### config.mk
export PLATFORM = sky130hd
export DESIGN_NAME = autokey_byte_cipher_unit
export DESIGN_NICKNAME = d
export VERILOG_FILES = /design/src/design/abc_pkg.sv /design/src/design/abc_in_reg.sv /design/src/design/abc_keystep.sv /design/src/design/abc_out_reg.sv /design/src/design/autokey_byte_cipher_unit.sv
export VERILOG_INCLUDE_DIRS = /design/src /design/src/design
export SDC_FILE = /design/constraint.sdc
export NUM_CORES = 1
export LEC_CHECK = 0
export BUFFER_PORTS_ARGS = -buffer_cell sky130_fd_sc_hd__buf_4
export CAP_MARGIN = 20
export CORE_ASPECT_RATIO = 0.75
export CORE_MARGIN = 2
export CORE_UTILIZATION = 40
export DETAILED_ROUTE_END_ITERATION = 8
export PLACE_DENSITY = 0.66
export SLEW_MARGIN = 20
export SYNTH_ARGS = -nofsm -noshare
export SYNTH_HDL_FRONTEND = slang
export SYNTH_HIERARCHICAL = 1
export SYNTH_SLANG_ARGS = --single-unit
### constraint.sdc
create_clock -name clk -period 12.4 [get_ports clk]
set_clock_uncertainty 0.05 [all_clocks]
set_input_delay 2.48 -clock clk [delete_from_list [all_inputs] [get_ports clk]]
set_output_delay 2.48 -clock clk [all_outputs]
set_load 0.005 [all_outputs]
### src/design/autokey_byte_cipher_unit_macros.svh
// Assertion helpers for the cipher unit, used by abc_keystep.
// Each macro expects clk and arst_n in scope.
`ifndef AUTOKEY_BYTE_CIPHER_UNIT_MACROS_SVH
`define AUTOKEY_BYTE_CIPHER_UNIT_MACROS_SVH

// same-cycle implication
`define ABC_ASSERT_IMP(lbl, ante, cons, msg) \
	lbl: assert property (@(posedge clk) disable iff (!arst_n) (ante) |-> (cons)) \
		else $error(msg);

// next-cycle implication
`define ABC_ASSERT_NXT(lbl, ante, cons, msg) \
	lbl: assert property (@(posedge clk) disable iff (!arst_n) (ante) |=> (cons)) \
		else $error(msg);

`endif

### src/design/abc_pkg.sv
`timescale 1ns / 1ps
`default_nettype none

package abc_pkg;

	localparam int KeyWidth  = 31;
	localparam int FoldShift = 29;
	localparam int ByteWidth = 8;

	localparam logic [KeyWidth-1:0] SaltModulus = 31'd20857;
	localparam logic [KeyWidth-1:0] SaltLast    = SaltModulus - 31'd1;

	localparam logic OpRestart = 1'b0;
	localparam logic OpData    = 1'b1;

	typedef logic [KeyWidth-1:0]  word_t;
	typedef logic [ByteWidth-1:0] byte_t;

	typedef struct packed {
		logic  op;
		byte_t data;
	} item_t;

endpackage

`default_nettype wire

### src/design/abc_in_reg.sv
`timescale 1ns / 1ps
`default_nettype none

module abc_in_reg (
	input  wire            clk,
	input  wire            arst_n,
	input  wire            in_valid,
	output logic           in_stall,
	input  wire            op,
	input  wire  [7:0]     data_byte,
	input  wire            adv,
	output logic           valid_s1,
	output abc_pkg::item_t item_s1
);
	import abc_pkg::*;

	logic accept;

	assign in_stall = valid_s1 & ~adv;
	assign accept   = in_valid & ~in_stall;

	always_ff @(posedge clk or negedge arst_n) begin
		if (!arst_n) begin
			valid_s1 <= 1'b0;
		end else if (accept) begin
			valid_s1 <= 1'b1;
		end else if (adv) begin
			valid_s1 <= 1'b0;
		end
	end

	always_ff @(posedge clk) begin
		if (accept) begin
			item_s1.op   <= op;
			item_s1.data <= data_byte;
		end
	end

endmodule

`default_nettype wire

### src/design/abc_keystep.sv
`timescale 1ns / 1ps
`default_nettype none

`include "autokey_byte_cipher_unit_macros.svh"

module abc_keystep (
	input  wire                 clk,
	input  wire                 arst_n,
	input  wire                 init_we,
	input  wire  [30:0]         init_wdata,
	input  wire                 step,
	input  wire abc_pkg::item_t item,
	output abc_pkg::byte_t      res
);
	import abc_pkg::*;

	word_t init_q;
	word_t key_q;
	word_t salt_q;

	logic [FoldShift-1:0] k_fold;
	byte_t                mix;
	word_t                salt_next;
	word_t                key_next;
	logic                 data_beat;
	logic                 load_beat;

	// fold the top two key bits into the low end
	assign k_fold    = key_q[FoldShift-1:0]
	                 ^ {{(FoldShift-2){1'b0}}, key_q[KeyWidth-1:FoldShift]};
	assign res       = k_fold[ByteWidth-1:0] - item.data;
	assign mix       = res ^ item.data;
	assign salt_next = (salt_q >= SaltLast) ? '0 : salt_q + 31'd1;
	assign key_next  = {1'b0, k_fold, 1'b0}
	                 + {{(KeyWidth-ByteWidth){1'b0}}, mix}
	                 + salt_next;

	assign data_beat = step & (item.op == OpData);
	assign load_beat = step & (item.op == OpRestart);

	always_ff @(posedge clk or negedge arst_n) begin
		if (!arst_n) begin
			init_q <= '0;
			key_q  <= '0;
			salt_q <= '0;
		end else begin
			if (init_we) begin
				init_q <= init_wdata;
			end
			if (step) begin
				unique case (item.op)
					OpRestart: begin
						key_q  <= init_q;
						salt_q <= init_q;
					end
					OpData: begin
						key_q  <= key_next;
						salt_q <= salt_next;
					end
					default: begin
						key_q  <= key_q;
						salt_q <= salt_q;
					end
				endcase
			end
		end
	end

	`ABC_ASSERT_NXT(a_salt_wrapped, data_beat, salt_q < SaltModulus, "salt out of range")
	`ABC_ASSERT_NXT(a_reload, load_beat, key_q == $past(init_q) && salt_q == key_q, "bad reload")
	`ABC_ASSERT_NXT(a_state_hold, !step, $stable(key_q) && $stable(salt_q), "state moved")

endmodule

`default_nettype wire

### src/design/abc_out_reg.sv
`timescale 1ns / 1ps
`default_nettype none

module abc_out_reg (
	input  wire                 clk,
	input  wire                 arst_n,
	input  wire                 load,
	input  wire abc_pkg::byte_t res,
	output logic                ready,
	output logic                out_valid,
	input  wire                 out_stall,
	output logic [7:0]          result_byte
);
	import abc_pkg::*;

	assign ready = ~out_valid | ~out_stall;

	always_ff @(posedge clk or negedge arst_n) begin
		if (!arst_n) begin
			out_valid <= 1'b0;
		end else if (ready) begin
			out_valid <= load;
		end
	end

	always_ff @(posedge clk) begin
		if (ready && load) begin
			result_byte <= res;
		end
	end

endmodule

`default_nettype wire

### src/design/autokey_byte_cipher_unit.sv
`timescale 1ns / 1ps
`default_nettype none

// Autokey byte cipher: one byte in per cycle when not stalled; the same rule
// encrypts and decrypts. A beat with op = 0 reloads key and salt from
// init_value and gives no result; a beat with op = 1 gives one result_byte,
// registered in abc_in_reg and then in abc_out_reg. The sustained rate is one
// byte per clock while out_stall is low, set by the key update (fold, subtract,
// three-term add) that is combinational in abc_keystep. Write init_value only
// while no beats are in flight.
module autokey_byte_cipher_unit (
	input  wire         clk,
	input  wire         arst_n,
	input  wire         init_we,
	input  wire  [30:0] init_value,
	input  wire         in_valid,
	output logic        in_stall,
	input  wire         op,
	input  wire  [7:0]  data_byte,
	output logic        out_valid,
	input  wire         out_stall,
	output logic [7:0]  result_byte
);
	import abc_pkg::*;

	logic  valid_s1;
	item_t item_s1;
	logic  adv;
	logic  ready;
	logic  step;
	byte_t res;

	// restart beats never wait on the output side
	assign adv  = (item_s1.op == OpRestart) | ready;
	assign step = valid_s1 & adv;

	abc_in_reg u_in_reg (
		.clk       (clk),
		.arst_n    (arst_n),
		.in_valid  (in_valid),
		.in_stall  (in_stall),
		.op        (op),
		.data_byte (data_byte),
		.adv       (adv),
		.valid_s1  (valid_s1),
		.item_s1   (item_s1)
	);

	abc_keystep u_keystep (
		.clk        (clk),
		.arst_n     (arst_n),
		.init_we    (init_we),
		.init_wdata (init_value),
		.step       (step),
		.item       (item_s1),
		.res        (res)
	);

	abc_out_reg u_out_reg (
		.clk         (clk),
		.arst_n      (arst_n),
		.load        (step & (item_s1.op == OpData)),
		.res         (res),
		.ready       (ready),
		.out_valid   (out_valid),
		.out_stall   (out_stall),
		.result_byte (result_byte)
	);

endmodule

`default_nettype wire

# Word-level counts from Yosys, hierarchy flattened
# Cells that the tools add are included.
# totals
in_bits	45
word_cells	33
register_bits	112
# classes
add_sub_neg	4
mux	5
bitwise	13
n_lt_le_gt_ge	1
n_reduce_logical	2
# op_table
op	count
$pmux 31 s2	2
$add 30x8->31	1
$add 31x1->31 const B	1
$add 31x31->31	1
$ge 31x15->1 const B	1
$mux 31	1
$xor 29x2->29	1
$sub 8x8->8	1
$xor 8x8->8	1
$not 1->1	5
$and 1x1->1	4
$mux 1	2
$or 1x1->1	2
$reduce_bool 2->1	1
$logic_and 1x1->1	1

# Depth between registers and ports, before layout
# Gate-level depths: netlist of the first run.
# depth
depth_word	8
mapped_depth	21

# Cells and area by module
# Netlist of the first run, hierarchy kept.
# modules_own_cells
module	area_each_um2	cells_each	n_inst
abc_keystep	6695.2	744	1
abc_in_reg	327.8	14	1
abc_out_reg	287.8	12	1
autokey_byte_cipher_unit	30.0	3	1

# Worst setup path after synthesis of the first run
# OpenSTA, ideal clock, no wires.
# synth_path
kind	input to output
startpoint	input port out_stall
endpoint	output port in_stall
cell_stages	4
t_arrival_ns	2.847
n_path_buf	0
required_ns	9.870
path_slack_ns	7.023
path_cell_list	nand2_1 nand2b_4 nand2b_4 inv_1
# synth_via
elab_chain_len	5
# synth_rtl
element	line_no	source
start: declaration	autokey_byte_cipher_unit.sv:21	input wire out_stall,
$not 1->1	abc_out_reg.sv:16	assign ready = ~out_valid | ~out_stall;
$or 1x1->1	abc_out_reg.sv:16	
$or 1x1->1	autokey_byte_cipher_unit.sv:34	assign adv = (item_s1.op == OpRestart) | ready;
named net adv	autokey_byte_cipher_unit.sv:28	logic adv;
$not 1->1	abc_in_reg.sv:19	assign in_stall = valid_s1 & ~adv;
$and 1x1->1	abc_in_reg.sv:19	
end: declaration	autokey_byte_cipher_unit.sv:17	output logic in_stall,
# The timed path passes the listed nets, and every way through them passes these cells.

# Worst setup path after layout of the first run
# layout_path
startpoint	input port out_stall
endpoint	output port in_stall
# layout_via
elab_chain_len	5
# layout_rtl
element	line_no	source
$not 1->1	abc_out_reg.sv:16	
$or 1x1->1	abc_out_reg.sv:16	
named net ready	autokey_byte_cipher_unit.sv:29	logic ready;
$or 1x1->1	autokey_byte_cipher_unit.sv:34	
named net adv	autokey_byte_cipher_unit.sv:28	
$not 1->1	abc_in_reg.sv:19	
$and 1x1->1	abc_in_reg.sv:19	
# The timed path passes the listed nets, and every way through them passes these cells.

==> results of run 1 <==
## through the flow
step | total power, mW | instance area, um2 | hold WS [ns]
6_report | 2.02 | 8260 | 0.453
5_1_grt | 2.20 | 8260 | 0.480
4_1_cts | 2.01 | 8260 | 0.462
3_5_place_dp | 1.69 | 7960 | 0.441
3_3_place_gp | 1.68 | 7960 | 0.435
2_1_floorplan | 1.44 | 7390 | 0.414
## final cells by class
class / count / area [um2]
clock inverters: 7 / 75.1
inverters: 62 / 233
repair buffers: 56 / 420
well taps: 242 / 303
flip-flops and latches: 112 / 2890
multi-input cells: 573 / 4120
fillers: 1742 / 9550
clock buffers: 9 / 225
## cells in the mapped netlist (all sizes together), types with 3 or more instances
cell | instances | share of area (%)
nand2b | 15 | 1.5
edfxtp | 17 | 7.0
o21bai | 3 | 0.31
o221ai | 8 | 1.0
o31ai | 3 | 0.44
nand2 | 62 | 3.2
and2 | 5 | 0.49
nand3 | 15 | 1.1
or3 | 5 | 0.43
clkbuf | 34 | 1.8
fa | 9 | 2.5
ha | 62 | 11
nor2b | 9 | 0.77
a21o | 11 | 1.1
a22oi | 3 | 0.31
nor4 | 5 | 0.43
inv | 62 | 3.2
a21boi | 3 | 0.36
a21oi | 65 | 4.6
o21ai | 65 | 4.6
a31oi | 6 | 0.51
o211ai | 4 | 0.48
xnor2 | 34 | 4.1
and3 | 6 | 0.53
a22o | 17 | 2.0
mux2i | 11 | 1.5
mux2 | 23 | 3.5
xor2 | 15 | 1.8
nor3 | 4 | 0.34
nand4 | 10 | 0.94
nor2 | 52 | 2.8
buf | 6 | 0.39
o22ai | 7 | 0.68
dfrtp | 95 | 32
o32ai | 6 | 0.72
## power groups by stage
stage	sequential (mW)	combinational, mW	clock [mW]
2_1_floorplan	0.508	0.934	0
3_3_place_gp	0.528	1.16	0
3_5_place_dp	0.529	1.16	0
4_1_cts	0.523	1.18	0.305
5_1_grt	0.534	1.35	0.319
6_report	0.524	1.20	0.297
## cells by family (layout without fill, tap and decap cells)
logic type	Yosys count	count (layout)	share of synthesized area, %
multiplexers	34	34	5.03
buffers and inverters	102	134	5.32
other	1	15	0.0511
XOR/XNOR	49	49	5.85
flip-flops	112	112	39.3
AO/OA/AOI/OAI	210	210	18.4
AND/OR/NAND/NOR	194	194	13.0
adder cells (fa/ha/maj)	71	71	13.0
## tightest hold or removal path, delay by kind of cell (launching register included)
kind             cells  cell delay [ns]
flip-flops           1             0.35
AND/OR/NAND/NOR      1             0.06
AO/OA/AOI/OAI        1             0.06
## flip-flops by register name (all words and copies together), names as in the netlist
name                   flops
u_in_reg/valid_s1          1
u_out_reg/out_valid        1
u_keystep/init_q          31
u_keystep/key_q           31
u_keystep/salt_q          31
u_out_reg/result_byte      8
u_in_reg/item_s1           9
## metal layers
layer / GRT usage, % / vias up
li1: - / 2791
met2: 24.8 / 134
met3: 2.80 / 11
met5: 0 / -
met4: 3.55 / 0
met1: 30.2 / 2758
## worst paths after layout
kind | from | to | slack, ns
min in group asynchronous | arst_n | u_keystep/init_q[8] | 2.00
max | out_stall | in_stall | 6.80
min | u_keystep/init_q[20] | u_keystep/key_q[20] | 0.45
min reg2reg | u_keystep/init_q[20] | u_keystep/key_q[20] | 0.45
max in group asynchronous | arst_n | u_keystep/init_q[23] | 9.15
max reg2reg | u_keystep/key_q[30] | u_keystep/key_q[30] | 7.41
==> flow_summary.yaml, run 1 <==
job:
  drv_cap: 0
floorplanning:
  die_x_um: 160
  die-area_mm2: 0.0195
  pin_count: 55
  start_util_pct: 41.2
  coreArea_mm2: 0.0178
  floorplan.die.height_um: 121
  rows: 42
critical_path:
  end_kind: "output port"
  cp_slowest_cell: "nand2b_4"
  crit_path_start_kind: "input port"
  path_cells: "buf_4, nand2_1, nand2b_4, nand2b_4, inv_1, buf_4"
  worstPathRequired_ns: 9.87
  cp_max_fo: 3
  critPathBufInv: 3
  max_stage_delay_ns: 0.13
  critical_path_class: "input port to output port"
  reg2reg_depth: 20
  cp.arrival_ns: 3.07
  critPathTopFamily: "simple AND/OR/NAND/NOR gates"
  crit_cells: 6
clocking:
  cts_resized: 0
  cts.clk_slew.worst_paths_ns: 0.08
  cts.htree.levels: 3
  clock_path_buffers: 2
  cts_tree: "yes"
  clock_latency_ns: 0.36
  post_cts_buffers: 0
  root_buffer: "clkbuf_16"
  cts_buffers: 9
  clkSinkCount: 112
  holdBufCountCts: 0
synthesis:
  syn_inst: 773
  netlist_area_mm2: 0.00734
  ys_ff_latch: 112
  ys.flop_type: "dfrtp_1"
  ys_seq_area_share_pct: 39.3
  synth_warnings: 6
  async_flop_share_pct: 84.8
  synth_edf_count: 17
  avgSynthCellArea_um2: 9.50
  yosysUniqueCellTypes: 66
place:
  dpl.cell_count: 1045
  preCtsSetupSlack_ns: 6.79
  io_buffers: 54
  hpwl_um: 12400
  gp_congestion: 0.886
route:
  wl_met1_um: 9540
  drt_iter0_drc: 528
  vias: 5694
  met2WireLength_um: 6550
  drc: 0
  top_layer: "met4"
  antenna_left: 0
  drtPass1Iterations: 5
  routed_wl_um: 17000
  vias_per_cell: 5.37
  wl_per_cell_um: 16.0
  wl_met3_um: 744
power:
  clkPwrFrac_pct: 14.7
  sequentialPowerShare_pct: 26.0
  power_density_mw_per_mm2: 244
  leakage_nw: 3.79
  p_int_mw: 1.11
  swShare_pct: 44.7
  vdd_ir_drop_max_uv: 137
  switching_power_uw: 902
  combPwrFrac_pct: 59.3
run_status:
  status: "completed"
layout:
  layout_common_cells: "dfrtp_1, inv_1, a21oi_1, ha_1, nand2_1"
  final_cells: 1061
  drive_gt1_share_pct: 14.7
  layout_commonest_cell: "dfrtp_1"
  diodes: 0
  final_util_pct: 46.4
  fin_nets: 930
  areaGrowthSynthToFinish_pct: 12.5
global_routing:
  first_global_vias: 5365
  grt_pass1_wl_um: 28300
  grt_max_degree: 88
  antenna_found_initial: 0
  grt_usage_pct: 18.3
  grt-ovfl-total: 0
sta:
  setup_tns_ns: 0
  relSlewSlack_pct: 41.3
  fmax_ghz: 0.178
  setup_ws_ns: 6.80
  post-route-min-period_ns: 5.60
  grt_setup_unrepaired: "false"
  slew_violations: 0
  worst_pin_slew_ns: 0.881
  fin_crit_sh_pct: 45.2
  setup_viol: 0
  hold_violations: 0
worst_hold_path:
  holdCritPathClass: "flop to flop"
  worstHoldPathCells: 2
(Power assumes the default switching activity.)
==> inputs of run 2 (changes only) <==
- clock period: 12.4 -> 5.7 ns (I/O delays scaled with it)
==> run 2 against run 1 <==
  * Sequential power is 120% higher
  * Final cell count increased by 0.19%
  * Clock power rose by 130%
  * Hold slack better by 0.013 ns
  * Core utilization is 0.15 points higher
  * Count of clock-buffer cells in the layout unchanged
  * Design area grew 0.32%
  * Die area did not move
  * Worst setup slack got worse by 5.9 ns
  * Sequential share of layout area shrank 0.11 points
  * Routed wire length rose by 0.21%
  * Register-to-register slack got worse by 6.5 ns
==> flow_summary.yaml, run 2 (same netlist as run 1, synthesis figures left out) <==
place:
  gp_congestion: 0.870
  io_buffers: 54
  hpwl_um: 12500
route:
  drtPass1Iterations: 5
  antenna_left: 0
  drc: 0
  drt_iter0_drc: 375
  wl_per_cell_um: 16.0
  vias_per_cell: 5.36
  routed_wl_um: 17000
  vias: 5702
run_status:
  status: "completed"
critical_path:
  reg2reg_depth: 20
  worstPathRequired_ns: 5.91
  cp.arrival_ns: 4.97
  crit_path_start_kind: "flop"
  r2r_slack_ns: 0.94
  end_kind: "flop"
  critical_path_class: "flop to flop"
  cp_max_fo: 4
floorplanning:
  rows: 42
  pin_count: 55
  start_util_pct: 41.2
  die-area_mm2: 0.0195
  die_x_um: 160
  floorplan.die.height_um: 121
  coreArea_mm2: 0.0178
clocking:
  post_cts_buffers: 0
  root_buffer: "clkbuf_16"
  clkSinkCount: 112
  clock_latency_ns: 0.37
  cts_buffers: 9
  cts_tree: "yes"
  cts.clk_slew.worst_paths_ns: 0.09
  holdBufCountCts: 0
  cts.htree.levels: 3
  cts_resized: 0
  clock_path_buffers: 2
sta:
  slew_violations: 0
  grt_setup_unrepaired: "false"
  relSlewSlack_pct: 40.8
  worst_pin_slew_ns: 0.888
  fin_crit_sh_pct: 83.5
  post-route-min-period_ns: 4.76
  fmax_ghz: 0.210
  hold_violations: 0
  setup_viol: 0
  setup_tns_ns: 0
global_routing:
  antenna_found_initial: 0
  grt-ovfl-total: 0
  first_global_vias: 5295
  grt_max_degree: 87
  grt_pass1_wl_um: 27800
  grt_usage_pct: 18.0
power:
  power_density_mw_per_mm2: 531
  vdd_ir_drop_max_uv: 334
  power_mw: 4.40
  leakage_nw: 3.81
layout:
  layout_commonest_cell: "dfrtp_1"
  top_regs: "u_keystep/init_q: 31 flops, u_keystep/key_q: 31 flops, u_keystep/salt_q: 31 flops"
  layout_common_cells: "dfrtp_1, inv_1, a21oi_1, ha_1, nand2_1"
  areaGrowthSynthToFinish_pct: 12.9
  fin_nets: 932
  final_util_pct: 46.5
  drive_gt1_share_pct: 14.7
  diodes: 0
job:
  drv_cap: 0
worst_hold_path:
  worstHoldPathCells: 1
  holdCritPathClass: "flop to flop"
run 2: cell types whose count changed in the layout (fill, tap and decap cells not counted):
cell,previous run,this run
clkinv_4,1,0
clkinv_8,0,1
buf_4,56,58
nor2_1,50,51
inv_6,1,0
inv_4,0,1
nor2_2,1,0
clkinvlp_4,1,0
inv_12,1,2
run 2: layout make-up:
type / count / area (um2)
Clock buffer: 9 / 225
Clock inverter: 7 / 88.8
Fill cell: 1698 / 9530
Inverter: 62 / 233
Multi-Input combinational cell: 573 / 4120
Sequential cell: 112 / 2890
Tap cell: 242 / 303
Timing Repair Buffer: 58 / 435
run 2: critical path: stages, from the launching register on:
cell and delay [ns]:
dfrtp_1 0.39, xor2_1 0.33, ha_1 0.30, nor2b_1 0.12, o21ai_0 0.15, nand2b_1 0.11, a21o_1 0.20, nand2_1 0.08
nor2b_1 0.16, xnor2_1 0.17, xnor2_1 0.17, fa_1 0.45, ha_1 0.37, nand2_1 0.11, o21ai_2 0.19, a21oi_2 0.10
o31ai_2 0.36, nand3_2 0.17, o31ai_2 0.36, nand3_1 0.15, mux2i_1 0.14
run 2: layer usage:
layer  global-route usage (%)  vias up  routed length [um]
li1                         -     2800                   -
met1                     29.5     2750                9370
met2                     24.1      136                6550
met3                     3.08       16                 908
met4                     4.11        0                 169
met5                        0        -                   0
run 2: power breakdown:
part	internal [mW]	switching (mW)
clock	0.323	0.356
combinational	1.11	1.48
sequential	1.01	0.128
run 2: worst paths after layout:
kind                                         to                  from
max                         u_keystep/key_q[27]   u_keystep/key_q[30]
max in group asynchronous   u_keystep/key_q[30]                arst_n
min reg2reg                u_keystep/init_q[20]  u_keystep/init_q[20]
min in group asynchronous   u_keystep/init_q[8]                arst_n
min                        u_keystep/init_q[20]  u_keystep/init_q[20]
max reg2reg                 u_keystep/key_q[27]   u_keystep/key_q[30]
run 2: stage by stage:
step | cell area (um2) | setup slack [ns] | std cells | hold slack, ns
final | 8290 | 0.942 | 1063 | 0.466
after global routing | 8290 | 0.570 | 1063 | 0.483
after CTS | 8290 | 0.961 | 1063 | 0.465
after detailed placement | 7970 | 0.976 | 1047 | 0.445
after global placement | 7970 | 1.15 | 1047 | 0.435
after floorplan | 7390 | 1.51 | 787 | 0.414
